[src/sv/spq_pkg.sv]
// Shared types and constants for the segment packing transmit queue.
package spq_pkg;

    localparam int QUEUE_DEPTH   = 16;
    localparam int SEGMENT_BYTES = 2048;

    localparam int IDX_W  = $clog2(QUEUE_DEPTH);
    localparam int CNT_W  = $clog2(QUEUE_DEPTH + 1);
    localparam int FILL_W = 11;
    localparam int UNC_W  = 10;
    localparam int SUM_W  = 13;

    localparam logic [UNC_W-1:0] UNC_MAX   = {UNC_W{1'b1}};
    localparam logic [SUM_W-1:0] HDR_BYTES = SUM_W'(4);
    localparam logic [SUM_W-1:0] SEG_LIMIT = SUM_W'(SEGMENT_BYTES);

    // commands
    localparam logic [2:0] CMD_RESERVE = 3'd0;
    localparam logic [2:0] CMD_COMMIT  = 3'd1;
    localparam logic [2:0] CMD_FLUSH   = 3'd2;
    localparam logic [2:0] CMD_QUERY   = 3'd3;
    localparam logic [2:0] CMD_RELEASE = 3'd4;
    localparam logic [2:0] CMD_CLEAR   = 3'd5;

    // result status
    localparam logic [1:0] ST_OK        = 2'd0;
    localparam logic [1:0] ST_FULL      = 2'd1;
    localparam logic [1:0] ST_NOT_READY = 2'd2;
    localparam logic [1:0] ST_TOO_LARGE = 2'd3;

    // padding modes
    localparam logic [1:0] ALIGN_NONE  = 2'd0;
    localparam logic [1:0] ALIGN_2     = 2'd1;
    localparam logic [1:0] ALIGN_RESET = 2'd2;

    typedef struct packed {
        logic [2:0]  cmd;
        logic [10:0] packet_bytes;
        logic [3:0]  segment_handle;
    } in_word_t;

    typedef struct packed {
        logic [1:0]  status;
        logic [3:0]  seg_index;
        logic [10:0] payload_offset;
        logic [15:0] header_ctr;
        logic [10:0] header_dlc;
        logic [10:0] seg_bytes;
        logic [63:0] bytes_sent;
        logic        pending;
    } out_word_t;

endpackage

[src/sv/segment_packing_tx_queue_top.sv]
// Segment packing transmit queue: reserve, commit, flush, head query, release and clear.
//
//  channel | direction | ports                          | word
//  --------+-----------+--------------------------------+-------------------------
//  s_      | in        | s_valid  s_ready  s_data       | cmd, packet_bytes, handle
//  m_      | out       | m_valid  m_ready  m_data       | status, indices, counters
//  cfg_    | in        | cfg_wr_en  cfg_wr_data         | align_mode
//
//  One word per cycle sustained while m_ready stays high. A word is captured in the
//  input register, then the command logic updates the queue state and loads the
//  result register, whose output drives m_valid.
//  Reset (aresetn low, synchronous) opens segment 0 and sets align_mode to 4 bytes.
//  When m_ready is low the result holds and s_ready drops once the input register
//  is also full.
module segment_packing_tx_queue_top (
    input  logic                aclk,
    input  logic                aresetn,
    input  logic                s_valid,
    output logic                s_ready,
    input  spq_pkg::in_word_t   s_data,
    output logic                m_valid,
    input  logic                m_ready,
    output spq_pkg::out_word_t  m_data,
    input  logic                cfg_wr_en,
    input  logic [1:0]          cfg_wr_data
);
    import spq_pkg::*;

    // input register
    logic      in_vld_reg;
    in_word_t  in_data_reg;
    logic      advance;

    // result register
    logic      out_vld_reg;
    out_word_t out_data_reg;
    out_word_t out_next;

    // queue state
    logic [1:0]        align_reg;
    logic [IDX_W-1:0]  ri_reg, ri_next;
    logic [CNT_W-1:0]  qc_reg, qc_next;
    logic              open_reg, open_next;
    logic [15:0]       ctr_reg, ctr_next;
    logic [63:0]       total_reg, total_next;

    // segment register files, one read and one write port each
    logic [FILL_W-1:0] fill_mem [QUEUE_DEPTH];
    logic [UNC_W-1:0]  unc_mem  [QUEUE_DEPTH];
    logic              fill_we, unc_we;
    logic [IDX_W-1:0]  fill_waddr, unc_waddr, fill_raddr, unc_raddr;
    logic [FILL_W-1:0] fill_wdata, fill_rd;
    logic [UNC_W-1:0]  unc_wdata, unc_rd;

    logic [IDX_W-1:0]  cur_slot, new_slot;
    logic [11:0]       pkt_ext, dlc;
    logic [SUM_W-1:0]  msg, fill_sum;
    logic              too_large, need_open, q_full;

    assign advance = in_vld_reg && (!out_vld_reg || m_ready);
    assign s_ready = !in_vld_reg || advance;
    assign m_valid = out_vld_reg;
    assign m_data  = out_data_reg;

    always_ff @(posedge aclk) begin
        if (!aresetn) begin
            in_vld_reg <= 1'b0;
        end else if (s_ready) begin
            in_vld_reg <= s_valid;
        end
    end

    always_ff @(posedge aclk) begin
        if (s_valid && s_ready) begin
            in_data_reg <= s_data;
        end
    end

    always_ff @(posedge aclk) begin
        if (!aresetn) begin
            align_reg <= ALIGN_RESET;
        end else if (cfg_wr_en) begin
            align_reg <= cfg_wr_data;
        end
    end

    // slot arithmetic wraps at the ring size
    assign cur_slot = ri_reg + qc_reg[IDX_W-1:0] - IDX_W'(1);
    assign new_slot = ri_reg + qc_reg[IDX_W-1:0];

    // fill is read at the current segment for reserve/flush, else at the head
    assign fill_raddr = (in_data_reg.cmd == CMD_RESERVE || in_data_reg.cmd == CMD_FLUSH)
                        ? cur_slot : ri_reg;
    always_comb begin
        case (in_data_reg.cmd)
            CMD_RESERVE: unc_raddr = cur_slot;
            CMD_COMMIT:  unc_raddr = in_data_reg.segment_handle[IDX_W-1:0];
            default:     unc_raddr = ri_reg;
        endcase
    end
    assign fill_rd = fill_mem[fill_raddr];
    assign unc_rd  = unc_mem[unc_raddr];

    // padded length and message size
    assign pkt_ext = {1'b0, in_data_reg.packet_bytes};
    always_comb begin
        case (align_reg)
            ALIGN_NONE: dlc = pkt_ext;
            ALIGN_2:    dlc = (pkt_ext + 12'd1) & ~12'd1;
            default:    dlc = (pkt_ext + 12'd3) & ~12'd3;
        endcase
    end
    assign msg       = {1'b0, dlc} + HDR_BYTES;
    assign too_large = msg >= SEG_LIMIT;
    assign fill_sum  = SUM_W'(fill_rd) + msg;
    assign need_open = !open_reg || fill_sum >= SEG_LIMIT;
    assign q_full    = qc_reg == CNT_W'(QUEUE_DEPTH);

    always_comb begin
        ri_next    = ri_reg;
        qc_next    = qc_reg;
        open_next  = open_reg;
        ctr_next   = ctr_reg;
        total_next = total_reg;
        fill_we    = 1'b0;
        fill_waddr = cur_slot;
        fill_wdata = '0;
        unc_we     = 1'b0;
        unc_waddr  = cur_slot;
        unc_wdata  = '0;
        out_next   = '0;

        case (in_data_reg.cmd)
            CMD_RESERVE: begin
                if (too_large) begin
                    out_next.status = ST_TOO_LARGE;
                end else if (need_open && q_full) begin
                    open_next       = 1'b0;
                    out_next.status = ST_FULL;
                end else begin
                    fill_we  = 1'b1;
                    unc_we   = 1'b1;
                    ctr_next = ctr_reg + 16'd1;
                    out_next.header_ctr = ctr_reg;
                    out_next.header_dlc = dlc[10:0];
                    if (need_open) begin
                        // first packet of a fresh segment
                        open_next  = 1'b1;
                        qc_next    = qc_reg + CNT_W'(1);
                        fill_waddr = new_slot;
                        fill_wdata = msg[FILL_W-1:0];
                        unc_waddr  = new_slot;
                        unc_wdata  = UNC_W'(1);
                        out_next.seg_index      = 4'(new_slot);
                        out_next.payload_offset = 11'(HDR_BYTES);
                    end else begin
                        fill_wdata = fill_sum[FILL_W-1:0];
                        unc_wdata  = (unc_rd == UNC_MAX) ? unc_rd : unc_rd + UNC_W'(1);
                        out_next.seg_index      = 4'(cur_slot);
                        out_next.payload_offset = FILL_W'(SUM_W'(fill_rd) + HDR_BYTES);
                    end
                end
            end
            CMD_COMMIT: begin
                if (unc_rd != '0) begin
                    unc_we    = 1'b1;
                    unc_waddr = unc_raddr;
                    unc_wdata = unc_rd - UNC_W'(1);
                end
            end
            CMD_FLUSH: begin
                if (open_reg && fill_rd != '0) begin
                    if (q_full) begin
                        open_next       = 1'b0;
                        out_next.status = ST_FULL;
                    end else begin
                        open_next  = 1'b1;
                        qc_next    = qc_reg + CNT_W'(1);
                        fill_we    = 1'b1;
                        fill_waddr = new_slot;
                        unc_we     = 1'b1;
                        unc_waddr  = new_slot;
                    end
                end
            end
            CMD_QUERY, CMD_RELEASE: begin
                if (qc_reg > CNT_W'(1) && unc_rd == '0) begin
                    if (fill_rd == '0) begin
                        // empty head is dropped
                        ri_next = ri_reg + IDX_W'(1);
                        qc_next = qc_reg - CNT_W'(1);
                        out_next.status = ST_NOT_READY;
                    end else begin
                        out_next.seg_index = 4'(ri_reg);
                        out_next.seg_bytes = fill_rd;
                        if (in_data_reg.cmd == CMD_RELEASE) begin
                            total_next = total_reg + 64'(fill_rd);
                            ri_next    = ri_reg + IDX_W'(1);
                            qc_next    = qc_reg - CNT_W'(1);
                        end
                    end
                end else begin
                    out_next.status = ST_NOT_READY;
                end
            end
            CMD_CLEAR: begin
                ri_next    = '0;
                qc_next    = CNT_W'(1);
                open_next  = 1'b1;
                total_next = '0;
                fill_we    = 1'b1;
                fill_waddr = '0;
                unc_we     = 1'b1;
                unc_waddr  = '0;
            end
            default: begin
            end
        endcase

        out_next.bytes_sent = total_next;
        out_next.pending    = qc_next > CNT_W'(1);
    end

    always_ff @(posedge aclk) begin
        if (!aresetn) begin
            ri_reg    <= '0;
            qc_reg    <= CNT_W'(1);
            open_reg  <= 1'b1;
            ctr_reg   <= '0;
            total_reg <= '0;
        end else if (advance) begin
            ri_reg    <= ri_next;
            qc_reg    <= qc_next;
            open_reg  <= open_next;
            ctr_reg   <= ctr_next;
            total_reg <= total_next;
        end
    end

    // only segment 0 has a defined value after reset
    always_ff @(posedge aclk) begin
        if (!aresetn) begin
            fill_mem[0] <= '0;
            unc_mem[0]  <= '0;
        end else if (advance) begin
            if (fill_we) begin
                fill_mem[fill_waddr] <= fill_wdata;
            end
            if (unc_we) begin
                unc_mem[unc_waddr] <= unc_wdata;
            end
        end
    end

    always_ff @(posedge aclk) begin
        if (!aresetn) begin
            out_vld_reg <= 1'b0;
        end else if (advance) begin
            out_vld_reg <= 1'b1;
        end else if (m_ready) begin
            out_vld_reg <= 1'b0;
        end
    end

    always_ff @(posedge aclk) begin
        if (advance) begin
            out_data_reg <= out_next;
        end
    end

`ifndef SYNTH
    a_qc_range: assert property (@(posedge aclk) disable iff (!aresetn)
        qc_reg >= CNT_W'(1) && qc_reg <= CNT_W'(QUEUE_DEPTH))
        else $error("queue count out of range");

    a_stall_blocks_input: assert property (@(posedge aclk) disable iff (!aresetn)
        (in_vld_reg && out_vld_reg && !m_ready) |-> !s_ready)
        else $error("input taken while both stages are stalled");

    a_total_only_on_release: assert property (@(posedge aclk) disable iff (!aresetn)
        (advance && in_data_reg.cmd != CMD_RELEASE && in_data_reg.cmd != CMD_CLEAR)
        |=> $stable(total_reg))
        else $error("byte total changed outside release or clear");

    a_ctr_step: assert property (@(posedge aclk) disable iff (!aresetn)
        (advance && in_data_reg.cmd != CMD_RESERVE) |=> $stable(ctr_reg))
        else $error("message counter moved without a reserve");
`endif

endmodule

[config.mk]
export PLATFORM = sky130hd
export DESIGN_NAME = segment_packing_tx_queue_top
export DESIGN_NICKNAME = d
export VERILOG_FILES = /design/src/sv/spq_pkg.sv /design/src/sv/segment_packing_tx_queue_top.sv
export SDC_FILE = /design/constraint.sdc
export NUM_CORES = 1
export LEC_CHECK = 0
export ABC_CLOCK_PERIOD_IN_PS = 15920
export BUFFER_PORTS_ARGS = -buffer_cell sky130_fd_sc_hd__buf_4
export CAP_MARGIN = 20
export CORE_ASPECT_RATIO = 1.1
export CORE_MARGIN = 5
export CORE_UTILIZATION = 67
export CTS_CLUSTER_DIAMETER = 60
export DETAILED_ROUTE_END_ITERATION = 16
export PLACE_DENSITY = 0.95
export SETUP_SLACK_MARGIN = 0.1
export SLEW_MARGIN = 20
export SYNTH_ARGS = -nofsm -noshare
export SYNTH_HDL_FRONTEND = slang
export SYNTH_SLANG_ARGS = --single-unit
[constraint.sdc]
create_clock -name aclk -period 15.92 [get_ports aclk]
set_input_delay 2.388 -clock aclk [delete_from_list [all_inputs] [get_ports aclk]]
set_output_delay 2.388 -clock aclk [all_outputs]
set_load 0.02 [all_outputs]
==> impl_summary.log <==
[metrics] run status: finished clean
[metrics] # clock sinks: 568
[metrics] sequential group share of total power: slightly below 50%
[metrics] hold buffer count at CTS: 0
[metrics] Post-synth ARST share: 0%
[metrics] number of warnings issued by yosys: 0
[metrics] Post-Syn Area: ~29000 um^2
[metrics] Int Pwr: 2.50 mW
[metrics] synthesized netlist cell count: 2545
[metrics] CTS tree: done
[metrics] min cycle time layout: 8.79 ns
[metrics] vias in the first global route: 21900
[metrics] post-detail-place hpwl: approximately 52000 um
[metrics] Total Routing Usage GR: about 33%
[metrics] register area share after synthesis: 56.3%
[metrics] number of instances resized during post-cts repair: 0
[metrics] share of the clock period used by the worst path after layout: 55.2%
[metrics] total power after layout: 3.35 mW
[metrics] number of ports placed on the die boundary: around 150
[metrics] clock slew at reported path FFs: ~0.060 ns
[metrics] Data required, critical path: 16.16 ns
[metrics] horizontal die dimension: 207 um
[metrics] WS Path Type: flip-flop to flip-flop
[metrics] NetSw: 0.851 mW
[metrics] count of routing violations after the opening detailed-route iteration: ~2700
[metrics] number of hold violations in the final report: 0
[metrics] count of port buffers added during placement: 146
[metrics] Initial DRT Pass Iterations: 6
[metrics] final sum of negative setup slack: 0 ns
[metrics] fin. max-slew vios: 0
[metrics] pwr dens: 105 nW/um^2
[metrics] antenna violations before repair: 0
[metrics] Hold WC Path Type: flip-flop to flip-flop
[metrics] number of flops mapped to enable cells by yosys: 474
[metrics] latest clock arrival within the worst-skew pair: a little over 0.6 ns
[metrics] wire length of the first global-routing pass: 122000 um
[metrics] endpoints failing setup: 0
[metrics] detail-routed via count per cell: 6.89
[metrics] combinational fraction of design power: roughly 12%
[metrics] commonest register cell after synthesis: sky130_fd_sc_hd__edfxtp_1
[metrics] kind of launch point of the worst setup path: flip-flop
[metrics] worst-path fanout max: 52
[metrics] number of H-tree levels: 2
[metrics] unrepaired setup endpoints after global routing: no
[metrics] minimum hold slack: 0.502 ns
[metrics] post-detailed-route wirelength per cell: 24.2 um
[metrics] total via count in the routed design: 22500
[metrics] Mean Syn Cell Area: roughly 11 um^2
[metrics] buffer type at the clock tree root: sky130_fd_sc_hd__clkbuf_16
[metrics] leakage power: 12.0 nW
[metrics] final clock skew: 0.0252 ns
[metrics] Clock power frac: 38.7%
[metrics] final weighted congestion of routability-driven global placement: ~0.95
[metrics] worst endpoint data arrival time: 9.03 ns
[metrics] final global-route overflow total: 0
[metrics] synthesis-to-layout area growth: 11.9%
[metrics] worst vdd rail ir drop: 115 uV
[metrics] # diodes: 0
[metrics] worst setup path startpoint: ri_reg[0]
[metrics] DRC Markers: 0
[metrics] Worst Min Path Start: ctr_reg[13]
[metrics] std cell rows: 79
[metrics] Crit Reg-Reg Startpoint: ri_reg[0]
[metrics] number of nets in the layout: 2712
[metrics] switching portion of total power: about 25%
[metrics] flops & latches, synth: 568
[metrics] Initial Util: 67.6%
[metrics] Least-Margin Pin Slew: 1.19 ns
[metrics] Longest Clk Path Bufs: 3
[metrics] Max transition margin: 20.5%
[metrics] number of nets still failing antenna checks after routing: 0
[metrics] most frequent cells in the layout: sky130_fd_sc_hd__edfxtp_1 (474), sky130_fd_sc_hd__nand2_1 (224), sky130_fd_sc_hd__nor2_1 (196)
[metrics] most frequent standard cell in the layout excluding fill and tap cells: sky130_fd_sc_hd__edfxtp_1
[metrics] fillers: 2614
[metrics] most congested layer reported by global routing: met2
[metrics] max FFs per register: 176
[metrics] proportion of layout cells with a drive suffix above 1: about 14%
[metrics] Placeable Area: 42300 um^2
[metrics] kind of capture point of the worst setup path: flip-flop
[metrics] post-CTS setup buffers: 0
[metrics] global-route track usage on met3: 5.55%
[metrics] largest net degree at the start of global routing: 93
[metrics] global-route track usage on met2: 55.3%
[metrics] die area: 46900 um^2
[metrics] Largest Register: fill_mem
[metrics] routed wire length: 78800 um
[metrics] number of violations of the max-capacitance limit: 0
[metrics] fraction of met1 tracks used by global routing: between 40% and 50%
[metrics] chip height: between 200 and 250 um
[metrics] Achievable Freq: 114 MHz
[metrics] number of buffers inserted during clock tree synthesis: 56
[metrics] Yosys cell types: 98
[metrics] number of nets produced by synthesis: 2611
metrics by stage:
| step | utilization [%] | std cells | area (um^2) | worst slack [ns] |
|---|---|---|---|---|
| 3_5_place_dp | 71.3 | 3154 | 30200 | 7.32 |
| 2_1_floorplan | - | 2545 | 28600 | 7.64 |
| 5_1_grt | 75.7 | 3260 | 32000 | 6.66 |
| 3_3_place_gp | 71.3 | 3154 | 30200 | 7.66 |
| 4_1_cts | 75.6 | 3259 | 32000 | 7.22 |
| 6_report | 75.7 | 3260 | 32000 | 7.13 |
final timing paths:
path                    endpoint  slack [ns]  depth (start not counted)
setup / recovery  unc_mem[12][1]        7.13                         23
hold / removal       ctr_reg[13]        0.50                          2
setup reg to reg  unc_mem[12][1]        7.13                         23
hold reg to reg      ctr_reg[13]        0.50                          2
critical path, cell delays in order (launching register included):
cell and delay, ns:
sky130_fd_sc_hd__dfxtp_1 0.39, sky130_fd_sc_hd__ha_1 0.27, sky130_fd_sc_hd__fa_1 0.60, sky130_fd_sc_hd__inv_1 0.09
sky130_fd_sc_hd__ha_1 0.38, sky130_fd_sc_hd__or3b_1 0.37, sky130_fd_sc_hd__buf_4 0.29, sky130_fd_sc_hd__nand2_1 0.21
sky130_fd_sc_hd__buf_4 0.50, sky130_fd_sc_hd__a311oi_1 0.25, sky130_fd_sc_hd__o31ai_1 0.70, sky130_fd_sc_hd__inv_1 0.30
sky130_fd_sc_hd__ha_1 0.46, sky130_fd_sc_hd__a21oi_1 0.14, sky130_fd_sc_hd__o21ba_2 0.24, sky130_fd_sc_hd__or2_2 0.28
sky130_fd_sc_hd__nor3b_1 0.14, sky130_fd_sc_hd__nand3_1 0.15, sky130_fd_sc_hd__nand3_1 0.49, sky130_fd_sc_hd__a221oi_1 0.45
sky130_fd_sc_hd__o21ai_0 0.18, sky130_fd_sc_hd__and3_1 0.30, sky130_fd_sc_hd__a221oi_1 0.43, sky130_fd_sc_hd__and3b_1 0.73
cell usage after synthesis (38+ instances only):
cell type	number	area share, %
sky130_fd_sc_hd__edfxtp_1	474	50
sky130_fd_sc_hd__nand2_1	225	3.0
sky130_fd_sc_hd__nor2_1	198	2.6
sky130_fd_sc_hd__mux2i_1	169	5.9
sky130_fd_sc_hd__o21ai_0	137	2.4
sky130_fd_sc_hd__nand3_1	135	2.4
sky130_fd_sc_hd__clkbuf_1	103	1.4
sky130_fd_sc_hd__a21oi_1	96	1.7
sky130_fd_sc_hd__dfxtp_1	94	6.6
sky130_fd_sc_hd__and3_1	81	1.8
sky130_fd_sc_hd__inv_1	59	0.77
sky130_fd_sc_hd__nor3_1	50	0.87
sky130_fd_sc_hd__xnor2_1	47	1.4
sky130_fd_sc_hd__a211oi_1	44	1.2
sky130_fd_sc_hd__or3_1	44	0.96
sky130_fd_sc_hd__ha_1	38	1.7
cell type report:
class                   instances  area [um^2]  area share (%)
flip-flops and latches        568        16100            50.3
multi-input cells            1770        11700            36.6
clock buffers                  72         1580            4.92
repair buffers                191         1430            4.48
well taps                     567          709            2.22
clock inverters                33          241           0.754
inverters                      59          226           0.707
cells by family (layout without fill, tap and decap cells):
family / after synthesis / in the layout / share of synthesized area [%]
compound gates: 556 / 556 / 13.4
xor+xnor: 72 / 72 / 2.26
fa+ha+maj: 43 / 43 / 1.94
buf+inv: 207 / 355 / 3.06
flops: 568 / 568 / 56.3
mux: 197 / 197 / 7.33
simple gates: 902 / 902 / 15.7
routing by layer:
metal  vias up  part of all wire (%)
met2      1493                    48
met5         -                     0
met1     10700                    36
met3       321                   9.7
li1       9913                     -
met4         0                   5.4
power by group through the flow:
stage | clock network [mW] | registers [mW] | logic (mW)
2_1_floorplan | 0 | 1.68 | 0.263
3_3_place_gp | 0 | 1.67 | 0.389
3_5_place_dp | 0 | 1.67 | 0.398
4_1_cts | 1.30 | 1.64 | 0.401
5_1_grt | 1.37 | 1.64 | 0.437
6_report | 1.30 | 1.64 | 0.412
(Power assumes the default switching activity.)
